--- config.mk ---
export PLATFORM = sky130hd
export DESIGN_NAME = puct_child_select
export DESIGN_NICKNAME = d
export VERILOG_FILES = /design/src/hw/rtl/puct_pkg.sv /design/src/hw/rtl/puct_child_select.sv
export SDC_FILE = /design/constraint.sdc
export NUM_CORES = 2
export LEC_CHECK = 0
export ABC_AREA = 1
export BUFFER_PORTS_ARGS = -buffer_cell sky130_fd_sc_hd__buf_2
export CORE_MARGIN = 1
export CORE_UTILIZATION = 62
export DETAILED_ROUTE_END_ITERATION = 16
export HOLD_SLACK_MARGIN = 0.1
export PLACE_DENSITY = 0.89
export SYNTH_ARGS = -nofsm -noshare
export SYNTH_HDL_FRONTEND = slang
export SYNTH_SLANG_ARGS = --single-unit
--- constraint.sdc ---
create_clock -name clk -period 18.35 [get_ports clk]
set_clock_uncertainty 0.05 [all_clocks]
set_input_delay 1.835 -clock clk [delete_from_list [all_inputs] [get_ports clk]]
set_output_delay 1.835 -clock clk [all_outputs]
set_load 0.01 [all_outputs]
--- src/hw/rtl/puct_pkg.sv ---
`timescale 1ns / 1ps

package puct_pkg;

	localparam int COUNT_BITS   = 20;
	localparam int PRIOR_BITS   = 16;
	localparam int GAIN_BITS    = 16;
	localparam int INDEX_BITS   = 9;
	localparam int MAX_CHILDREN = 512;
	localparam int CHILD_CNT_W  = $clog2(MAX_CHILDREN) + 1;
	localparam int SCORE_BITS   = 40;

	// Quotient of wins * 2^16 / visits
	localparam int Q_BITS       = COUNT_BITS + 16;
	// sqrt(N * 2^16) is sqrt(N) in Q.8
	localparam int RAD_BITS     = COUNT_BITS + 16;
	localparam int ROOT_BITS    = RAD_BITS / 2;
	localparam int SREM_BITS    = ROOT_BITS + 2;
	// gain * prior * root
	localparam int CP_BITS      = GAIN_BITS + PRIOR_BITS;
	localparam int PROD_BITS    = CP_BITS + ROOT_BITS;
	localparam int DVSR_BITS    = COUNT_BITS + 1;
	localparam int DVD_BITS     = PROD_BITS;
	localparam int EXPL_BITS    = PROD_BITS - 16;
	localparam int STEP_W       = $clog2(DVD_BITS + 1);

	localparam logic [GAIN_BITS-1:0] GAIN_RESET = GAIN_BITS'(2560);
	localparam logic [Q_BITS-1:0]    Q_HALF     = Q_BITS'(32768);

	typedef enum logic [4:0] {
		ST_IDLE = 5'b00001,
		ST_RUN  = 5'b00010,
		ST_MUL  = 5'b00100,
		ST_EDIV = 5'b01000,
		ST_CMP  = 5'b10000
	} state_t;

endpackage

--- src/hw/rtl/puct_child_select.sv ---
`timescale 1ns / 1ps

// PUCT child selection.
// Children of one node arrive one beat per child on the input channel
// (in_valid/in_ready). Each is scored as q + c*prior*sqrt(N)/(1+n), or the
// prior alone when the parent has no visits; the best one is kept, ties
// keeping the earliest. On the beat marked last one result beat leaves on
// the output channel (out_valid/out_ready) with the best child's index and
// a found flag; other beats give no result.
// After a child is accepted in_ready stays low through its states: a
// bit-serial restoring divider computes the 36-bit q (with the bit-pair
// square root running beside it), a multiply state follows, the same
// divider then runs over the 50-bit exploration dividend, and a compare
// state ends the child. The next child is accepted only once the previous
// one has left its compare state. The result of a last child is registered
// as the block leaves that compare state.
// A result is registered; the next child is accepted while it waits. If a
// second result is ready before the first is taken, the block holds in its
// compare cycle until out_ready.
// The exploration_gain write port (cfg_valid/cfg_ready) is always ready.
// Reset sets the gain to 10.0 (Q8.8), clears the running best and drops
// out_valid.
module puct_child_select (
	input  logic                              clk,
	input  logic                              arst_n,
	input  logic                              cfg_valid,
	output logic                              cfg_ready,
	input  logic [puct_pkg::GAIN_BITS-1:0]    exploration_gain,
	input  logic                              in_valid,
	output logic                              in_ready,
	input  logic [puct_pkg::COUNT_BITS-1:0]   parent_visits,
	input  logic [puct_pkg::COUNT_BITS-1:0]   child_wins,
	input  logic [puct_pkg::COUNT_BITS-1:0]   child_visits,
	input  logic [puct_pkg::PRIOR_BITS-1:0]   prior,
	input  logic                              last,
	output logic                              out_valid,
	input  logic                              out_ready,
	output logic [puct_pkg::INDEX_BITS-1:0]   selected_index,
	output logic                              found
);
	import puct_pkg::*;

	state_t                  state_q;
	logic [GAIN_BITS-1:0]    gain_q;
	logic [STEP_W-1:0]       step_q;

	logic [COUNT_BITS-1:0]   pv_q;
	logic [COUNT_BITS-1:0]   n_q;
	logic [PRIOR_BITS-1:0]   prior_q;
	logic                    last_q;

	logic [DVD_BITS-1:0]     dvd_q;
	logic [DVSR_BITS-1:0]    rem_q;
	logic [DVSR_BITS-1:0]    dvsr_q;
	logic [Q_BITS-1:0]       quo_q;

	logic [RAD_BITS-1:0]     rad_q;
	logic [SREM_BITS-1:0]    srem_q;
	logic [ROOT_BITS-1:0]    root_q;
	logic [CP_BITS-1:0]      cp_q;

	logic [SCORE_BITS-1:0]   best_q;
	logic [INDEX_BITS-1:0]   best_pos_q;
	logic [CHILD_CNT_W-1:0]  count_q;
	logic                    have_best_q;

	logic                    out_valid_q;
	logic [INDEX_BITS-1:0]   sel_q;
	logic                    found_q;

	logic                    in_fire;
	logic [DVSR_BITS:0]      dtrial;
	logic                    dbit;
	logic [DVSR_BITS-1:0]    rem_nx;
	logic [SREM_BITS+1:0]    scur;
	logic [SREM_BITS+1:0]    strial;
	logic                    sbit;
	logic [SREM_BITS-1:0]    srem_nx;
	logic [Q_BITS-1:0]       q_val;
	logic [SCORE_BITS-1:0]   score;
	logic                    in_range;
	logic                    take;
	logic                    cmp_hold;
	logic                    res_load;

	assign cfg_ready      = 1'b1;
	assign in_ready       = (state_q == ST_IDLE);
	assign in_fire        = in_valid && in_ready;
	assign out_valid      = out_valid_q;
	assign selected_index = sel_q;
	assign found          = found_q;

	// One restoring division step
	always_comb begin
		dtrial = {rem_q, dvd_q[DVD_BITS-1]};
		dbit   = (dtrial >= {1'b0, dvsr_q});
		rem_nx = dbit ? DVSR_BITS'(dtrial - {1'b0, dvsr_q}) : dtrial[DVSR_BITS-1:0];
	end

	// One bit-pair square root step
	always_comb begin
		scur    = {srem_q, rad_q[RAD_BITS-1 -: 2]};
		strial  = (SREM_BITS+2)'({root_q, 2'b01});
		sbit    = (scur >= strial);
		srem_nx = sbit ? SREM_BITS'(scur - strial) : SREM_BITS'(scur);
	end

	// Score and best-child update
	always_comb begin
		q_val    = (n_q == '0) ? Q_HALF : quo_q;
		score    = (pv_q == '0) ? SCORE_BITS'(prior_q) :
			SCORE_BITS'(q_val) + SCORE_BITS'(dvd_q[DVD_BITS-1:16]);
		in_range = (count_q < CHILD_CNT_W'(MAX_CHILDREN));
		take     = in_range && (!have_best_q || score > best_q);
		cmp_hold = last_q && out_valid_q && !out_ready;
		res_load = (state_q == ST_CMP) && last_q && !cmp_hold;
	end

	// Configuration register
	always_ff @(posedge clk or negedge arst_n) begin
		if (!arst_n) begin
			gain_q <= GAIN_RESET;
		end else if (cfg_valid) begin
			gain_q <= exploration_gain;
		end
	end

	// Sequencer and datapath
	always_ff @(posedge clk or negedge arst_n) begin
		if (!arst_n) begin
			state_q     <= ST_IDLE;
			step_q      <= '0;
			best_q      <= '0;
			best_pos_q  <= '0;
			count_q     <= '0;
			have_best_q <= 1'b0;
			out_valid_q <= 1'b0;
			sel_q       <= '0;
			found_q     <= 1'b0;
		end else begin
			// raise a new result, else drop the result once taken
			if (res_load) begin
				out_valid_q <= 1'b1;
			end else if (out_valid_q && out_ready) begin
				out_valid_q <= 1'b0;
			end
			unique case (state_q)
				ST_IDLE: begin
					if (in_fire) begin
						state_q <= ST_RUN;
						step_q  <= '0;
					end
				end
				ST_RUN: begin
					step_q <= step_q + 1'b1;
					if (step_q == STEP_W'(Q_BITS - 1)) begin
						state_q <= ST_MUL;
					end
				end
				ST_MUL: begin
					state_q <= ST_EDIV;
					step_q  <= '0;
				end
				ST_EDIV: begin
					step_q <= step_q + 1'b1;
					if (step_q == STEP_W'(DVD_BITS - 1)) begin
						state_q <= ST_CMP;
					end
				end
				ST_CMP: begin
					if (!cmp_hold) begin
						state_q <= ST_IDLE;
						if (last_q) begin
							found_q     <= have_best_q || in_range;
							sel_q       <= take ? count_q[INDEX_BITS-1:0] : best_pos_q;
							best_q      <= '0;
							best_pos_q  <= '0;
							count_q     <= '0;
							have_best_q <= 1'b0;
						end else begin
							if (take) begin
								best_q      <= score;
								best_pos_q  <= count_q[INDEX_BITS-1:0];
								have_best_q <= 1'b1;
							end
							if (in_range) begin
								count_q <= count_q + 1'b1;
							end
						end
					end
				end
				default: begin
					state_q <= ST_IDLE;
				end
			endcase
		end
	end

	// Payload registers: operands, divider, square root
	always_ff @(posedge clk) begin
		if (in_fire) begin
			pv_q    <= parent_visits;
			n_q     <= child_visits;
			prior_q <= prior;
			last_q  <= last;
			dvd_q   <= {child_wins, 16'b0, (DVD_BITS-Q_BITS)'(0)};
			rem_q   <= '0;
			dvsr_q  <= DVSR_BITS'(child_visits);
			rad_q   <= {parent_visits, 16'b0};
			srem_q  <= '0;
			root_q  <= '0;
		end else if (state_q == ST_RUN) begin
			cp_q  <= gain_q * prior_q;
			dvd_q <= {dvd_q[DVD_BITS-2:0], dbit};
			rem_q <= rem_nx;
			// shift one root bit per step for the first half of the run
			if (step_q < STEP_W'(ROOT_BITS)) begin
				rad_q  <= {rad_q[RAD_BITS-3:0], 2'b00};
				srem_q <= srem_nx;
				root_q <= {root_q[ROOT_BITS-2:0], sbit};
			end
		end else if (state_q == ST_MUL) begin
			quo_q  <= dvd_q[Q_BITS-1:0];
			dvd_q  <= cp_q * root_q;
			rem_q  <= '0;
			dvsr_q <= DVSR_BITS'(n_q) + 1'b1;
		end else if (state_q == ST_EDIV) begin
			dvd_q <= {dvd_q[DVD_BITS-2:0], dbit};
			rem_q <= rem_nx;
		end
	end

	// Checks
	a_no_found_zero_index: assert property (@(posedge clk) disable iff (!arst_n)
		out_valid && !found |-> selected_index == '0)
		else $error("result without a child carries a nonzero index");

	a_count_bound: assert property (@(posedge clk) disable iff (!arst_n)
		count_q <= CHILD_CNT_W'(MAX_CHILDREN))
		else $error("child count passed its limit");

	a_best_pos_seen: assert property (@(posedge clk) disable iff (!arst_n)
		have_best_q |-> CHILD_CNT_W'(best_pos_q) < count_q)
		else $error("best position beyond children scored");

	a_accept_starts_run: assert property (@(posedge clk) disable iff (!arst_n)
		in_valid && in_ready |=> state_q == ST_RUN && !in_ready)
		else $error("accepted child did not start a run");

endmodule

# ---- Word-level counts from Yosys, hierarchy flattened
# Cells that the tools add are included.
dict set report word_totals {
  reg_bits 373
  inputBits 98
  output_inout_bits 13
  word_cells 122
}
dict set report op_classes {
  n_addsub 6
  multipliers 2
  magnitude_cmp 5
  eq_ne 12
  mux 34
  n_bitwise 3
  reduce_logical 36
}
# op n
set ops {}
lappend ops {{$mux 50} 4}
lappend ops {{$mux 36} 4}
lappend ops {{$mux 21} 4}
lappend ops {{$mux 20} 4}
lappend ops {{$mux 40} 2}
lappend ops {{$mul 32x18->50} 1}
lappend ops {{$gt 37x40->1} 1}
lappend ops {{$logic_not 20->1} 2}
lappend ops {{$add 36x34->37} 1}
lappend ops {{$mux 37} 1}
lappend ops {{$mul 16x16->32} 1}
lappend ops {{$pmux 5 s5} 1}
lappend ops {{$ge 22x20->1} 1}
lappend ops {{$ge 22x21->1} 1}
lappend ops {{$add 20x1->21 const B} 1}
lappend ops {{$sub 21x21->21} 1}
lappend ops {{$mux 10} 2}
lappend ops {{$mux 5} 4}
lappend ops {{$sub 20x20->20} 1}
lappend ops {{$mux 9} 2}
lappend ops {{$pmux 6 s3} 1}
lappend ops {{$reduce_and 2->1} 7}
lappend ops {{$eq 6x6->1 const B} 2}
lappend ops {{$reduce_and 3->1} 4}
lappend ops {{other kinds (22)} 45}

# ---- Longest topological paths before layout
dict set report logic_depth {
  depth_word 9
  mapped_depth 38
  ltp_nobuf 37
}

# ---- Worst setup path after synthesis
# Ideal clock, no wire load.
dict set report synth_path {
  path_type {register -> register}
  startpoint {reg cp_q[12]}
  endpoint {reg dvd_q[49] (data pin)}
  setup_ps 259
  arrival_ps 5547
  t_required_ps 18041
  path_slack_ps 12493
  path_stages_with_launch 24
  n_path_buf 2
  synth_period_minus_slack_ps 5857
  path_cell_list {edfxtp_1 > clkbuf_1 > clkbuf_1 > nand2_1 > fa_1 > inv_1 > fa_1 > inv_1 > fa_1 > inv_1 > fa_1 > fa_1 > inv_1 > fa_1 > inv_1 > ha_1 > a21oi_1 > o21ai_0 > a21oi_1 > nor2_1 > o21ai_0 > nand4_1 > nand3_1 > nand3_1}
}
dict set report synth_between {
  elab_chain_len 4
}
# item line_no
set synth_lines {}
lappend synth_lines {{start: declaration} puct_child_select.sv:60} ;# logic [CP_BITS-1:0] cp_q;
lappend synth_lines {{start signal: assignment} puct_child_select.sv:213} ;# cp_q <= gain_q * prior_q;
lappend synth_lines {{$mul 32x18->50} puct_child_select.sv:224} ;# dvd_q <= cp_q * root_q;
lappend synth_lines {{$mux 50} puct_child_select.sv:222} ;# end else if (state_q == ST_MUL) begin
lappend synth_lines {{$mux 50} puct_child_select.sv:212} ;# end else if (state_q == ST_RUN) begin
lappend synth_lines {{$mux 50} puct_child_select.sv:201} ;# if (in_fire) begin
lappend synth_lines {{end signal: assignment} puct_child_select.sv:214} ;# dvd_q <= {dvd_q[DVD_BITS-2:0], dbit};
lappend synth_lines {{end signal: assignment} puct_child_select.sv:224}
lappend synth_lines {{end signal: assignment} puct_child_select.sv:228} ;# dvd_q <= {dvd_q[DVD_BITS-2:0], dbit};
lappend synth_lines {{end: declaration} puct_child_select.sv:52} ;# logic [DVD_BITS-1:0] dvd_q;
# Every way passes these cells.
# A chain may end at the register's enable or synchronous reset.

# ---- Final worst setup path
dict set report layout_path {
  startpoint {reg cp_q[8]}
  endpoint {reg dvd_q[33] (data pin)}
}
# The elaborated chain is that of the path after synthesis.

==> results by group <==
Run status
  – Outcome: finished clean

Synthesis
  – Synth Cell Area: 0.0488 mm2
  – EDFF count, synth: 185
  – Synthesized flop and latch total: 370
  – Mean Syn Cell Area: 7.77 um2
  – Cells after Synth: 6280
  – Synth Net Count: 7399
  – Synth unique cells: 70
  – Ys Warns: 0
  – Asr flop ratio synth: 0.257
  – Post-synth top flop: edfxtp_1
  – Seq/Total Area, Yosys: 0.200

Worst setup path
  – CP max FO: 18
  – Kind of start point of the critical path: flop
  – CP Class: flop to flop
  – Reg2Reg Launch Point: cp_q[8]
  – Reg2Reg Setup Slack: 11270 ps
  – Critical Path RT: 18620 ps
  – Worst r2r path cells: 21
  – Setup crit end kind: flop
  – Crit path DAT: ~7400 ps
  – Crit Reg-Reg Endpoint: dvd_q[33]

GRT
  – Total GRT Usage: 0.349
  – Gr ovfl total: 0
  – Initial antenna violation count: 0
  – Pin count of the biggest net entering global routing: 94
  – Vias in the first global route: 42700
  – First-pass GRT wire length: 218000 um

CTS
  – CTS root buf: clkbuf_16
  – CTS clk-pin slew, worst paths: 70 ps
  – Post-CTS Resized: 0
  – Post-CTS setup buffer count: 0
  – Worst skew pair latency: slightly above 600 ps
  – Clock Tree Buf Depth: 3
  – CTS tree: yes
  – H-tree levels: 2
  – Clock sink count: 370
  – Total CTS buffers: 45
  – Hold-fix buffers, CTS: 0

Min path
  – Worst Hold Launch: dvd_q[0]
  – Endpoint, Worst Hold: quo_q[0]
  – Hold Path Class: flop to flop
  – Hold depth: 0

Placement
  – HPWL after DPL: 106000 um
  – Placer Congestion: around 1.0
  – PortBufs: 109
  – Placed Area: 0.0497 mm2
  – Pre-CTS setup slack: 11360 ps

Route
  – Vias per cell: approximately 5.6
  – DR DRC count: 0
  – Final ANT Viol Nets: 0
  – DR iter-0 viols: 3777
  – Router iterations before antenna repair: 8
  – Via count: 41100
  – Drt total wl: 135000 um
  – Wire per inst: roughly 19 um

Cells and area
  – Most frequent cells in the layout: nand2_1 (1710), inv_1 (1473), fa_1 (676), ha_1 (345), nor2_1 (316)
  – Finished Core Util: 0.660
  – Layout cells sized above 1: 0.0553
  – Most common cell after layout, fill and taps aside: nand2_1
  – Fill cells: 6126
  – Seq. cell area: between 0.009 and 0.01 mm2
  – Area grow syn2layout: 5.08%
  – Area of the multi-input gates: roughly 0.032 mm2
  – Design Area, Final: 0.0512 mm2
  – NumNets Final: 7322

Timing
  – Setup TNS: 0 ps
  – Period minus WS final: 7080 ps
  – Setup ws final: 11270 ps
  – Final-report setup violation count: 0
  – Max-slew headroom: 0.309
  – Actual slew at the worst max-slew pin: 1040 ps
  – RSZ-0062 raised after global routing: no
  – Fin. max-slew vios: 0
  – Fin crit share: 0.386
  – Achievable Freq: approximately 140 MHz
  – Final Hold Violating Endpoints: 0

Floorplan
  – Die height: 282 um
  – Row cnt: a little over 100
  – Initial core utilization: 0.628
  – Core Area: ~0.078 mm2
  – Die area: 0.0798 mm2
  – I/O pin count: 111
  – Die X: roughly 280 um

Run
  – MaxCap Viol Count: 0
==> state kept, by name (all words and copies together) (netlist names), 10 cells and up <==
name / cells
cp_q: 32
root_q: 18
n_q: 20
srem_q: 20
pv_q: 20
dvd_q: 50
gain_q: 16
rad_q: 20
best_q: 37
count_q: 10
quo_q: 36
dvsr_q: 21
rem_q: 21
prior_q: 16
==> cell type report <==
type / count / share of cell area
Antenna cell: 1 / 0.0000488
Clock buffer: 54 / 0.0237
Clock inverter: 30 / 0.00559
Inverter: 1487 / 0.109
Multi-Input combinational cell: 4154 / 0.630
Sequential cell: 370 / 0.190
Tap cell: 1040 / 0.0254
Timing Repair Buffer: 145 / 0.0160
==> per-layer routing <==
metal / GRT usage / wire (um) / share of wire / vias to the layer above
met5: 0 / 0 / 0 / -
met4: 0.174 / 7290 / 0.054 / 0
met3: 0.0736 / 14000 / 0.10 / 493
met2: 0.575 / 63500 / 0.47 / 2215
met1: 0.436 / 50700 / 0.37 / 19700
li1: - / - / - / 18700
==> metrics by stage <==
stage,hold slack (ps),cells
after floorplan,358,6280
after global placement,362,7196
after detailed placement,373,7196
after CTS,381,7280
after global routing,395,7280
final,400,7281
==> cell families after synthesis <==
group | count (synthesis) | synth area share
compound gates | 590 | 0.0697
xor+xnor | 92 | 0.0165
fa+ha+maj | 1021 | 0.366
buf+inv | 1756 | 0.138
flops | 370 | 0.200
mux | 17 | 0.00390
other cells | 1 | 0.0000769
simple gates | 2433 | 0.206
==> cell usage after synthesis, types with 10 or more instances <==
master / number / share of area
nor2_2: 12 / 0.0015
dfxtp_1: 90 / 0.037
buf_2: 26 / 0.0027
edfxtp_1: 185 / 0.11
mux2_2: 16 / 0.0037
xor2_1: 55 / 0.0099
o21ai_2: 15 / 0.0027
nor4_1: 14 / 0.0018
ha_1: 345 / 0.089
nor3_2: 11 / 0.0023
xnor2_1: 37 / 0.0066
a21o_1: 16 / 0.0025
nand3b_1: 19 / 0.0029
nor3_1: 34 / 0.0035
or2_2: 11 / 0.0014
o21ai_0: 165 / 0.017
buf_1: 10 / 0.00077
a31oi_1: 11 / 0.0014
nor2_1: 316 / 0.024
o21bai_1: 28 / 0.0043
nand2_1: 1710 / 0.13
inv_1: 1474 / 0.11
buf_6: 13 / 0.0030
o211ai_1: 24 / 0.0037
nand2_2: 18 / 0.0023
clkbuf_1: 217 / 0.017
a22o_1: 15 / 0.0027
nand4_1: 36 / 0.0046
o21ai_1: 49 / 0.0050
fa_1: 676 / 0.28
a21oi_1: 207 / 0.021
dfrtp_1: 92 / 0.047
o22ai_1: 28 / 0.0036
nand3_1: 217 / 0.022
==> worst max path at each step <==
stage                   from         to  depth (start not counted)
floorplan           cp_q[12]  dvd_q[49]                         23
global placement    cp_q[13]  dvd_q[33]                         21
detailed placement  cp_q[19]  dvd_q[33]                         21
CTS                 cp_q[19]  dvd_q[33]                         21
global route         cp_q[8]  dvd_q[31]                         23
finish               cp_q[8]  dvd_q[33]                         21
==> critical path, stage by stage (launching register included) <==
cell and delay (ps):
edfxtp_1 800, nand2_1 190, fa_1 570, inv_1 60
fa_1 540, inv_1 50, fa_1 510, inv_1 50
fa_1 480, inv_1 60, fa_1 520, inv_1 50
fa_1 480, ha_1 400, a21oi_1 420, o21ai_0 240
a21oi_1 230, nand2_1 140, nand2_1 80, nand2_1 110
o21ai_0 610, nand3_1 130
Power is left out: the tool's default activity adds up to more than one toggle a clock period on the data nets, which glitch-free logic cannot reach.
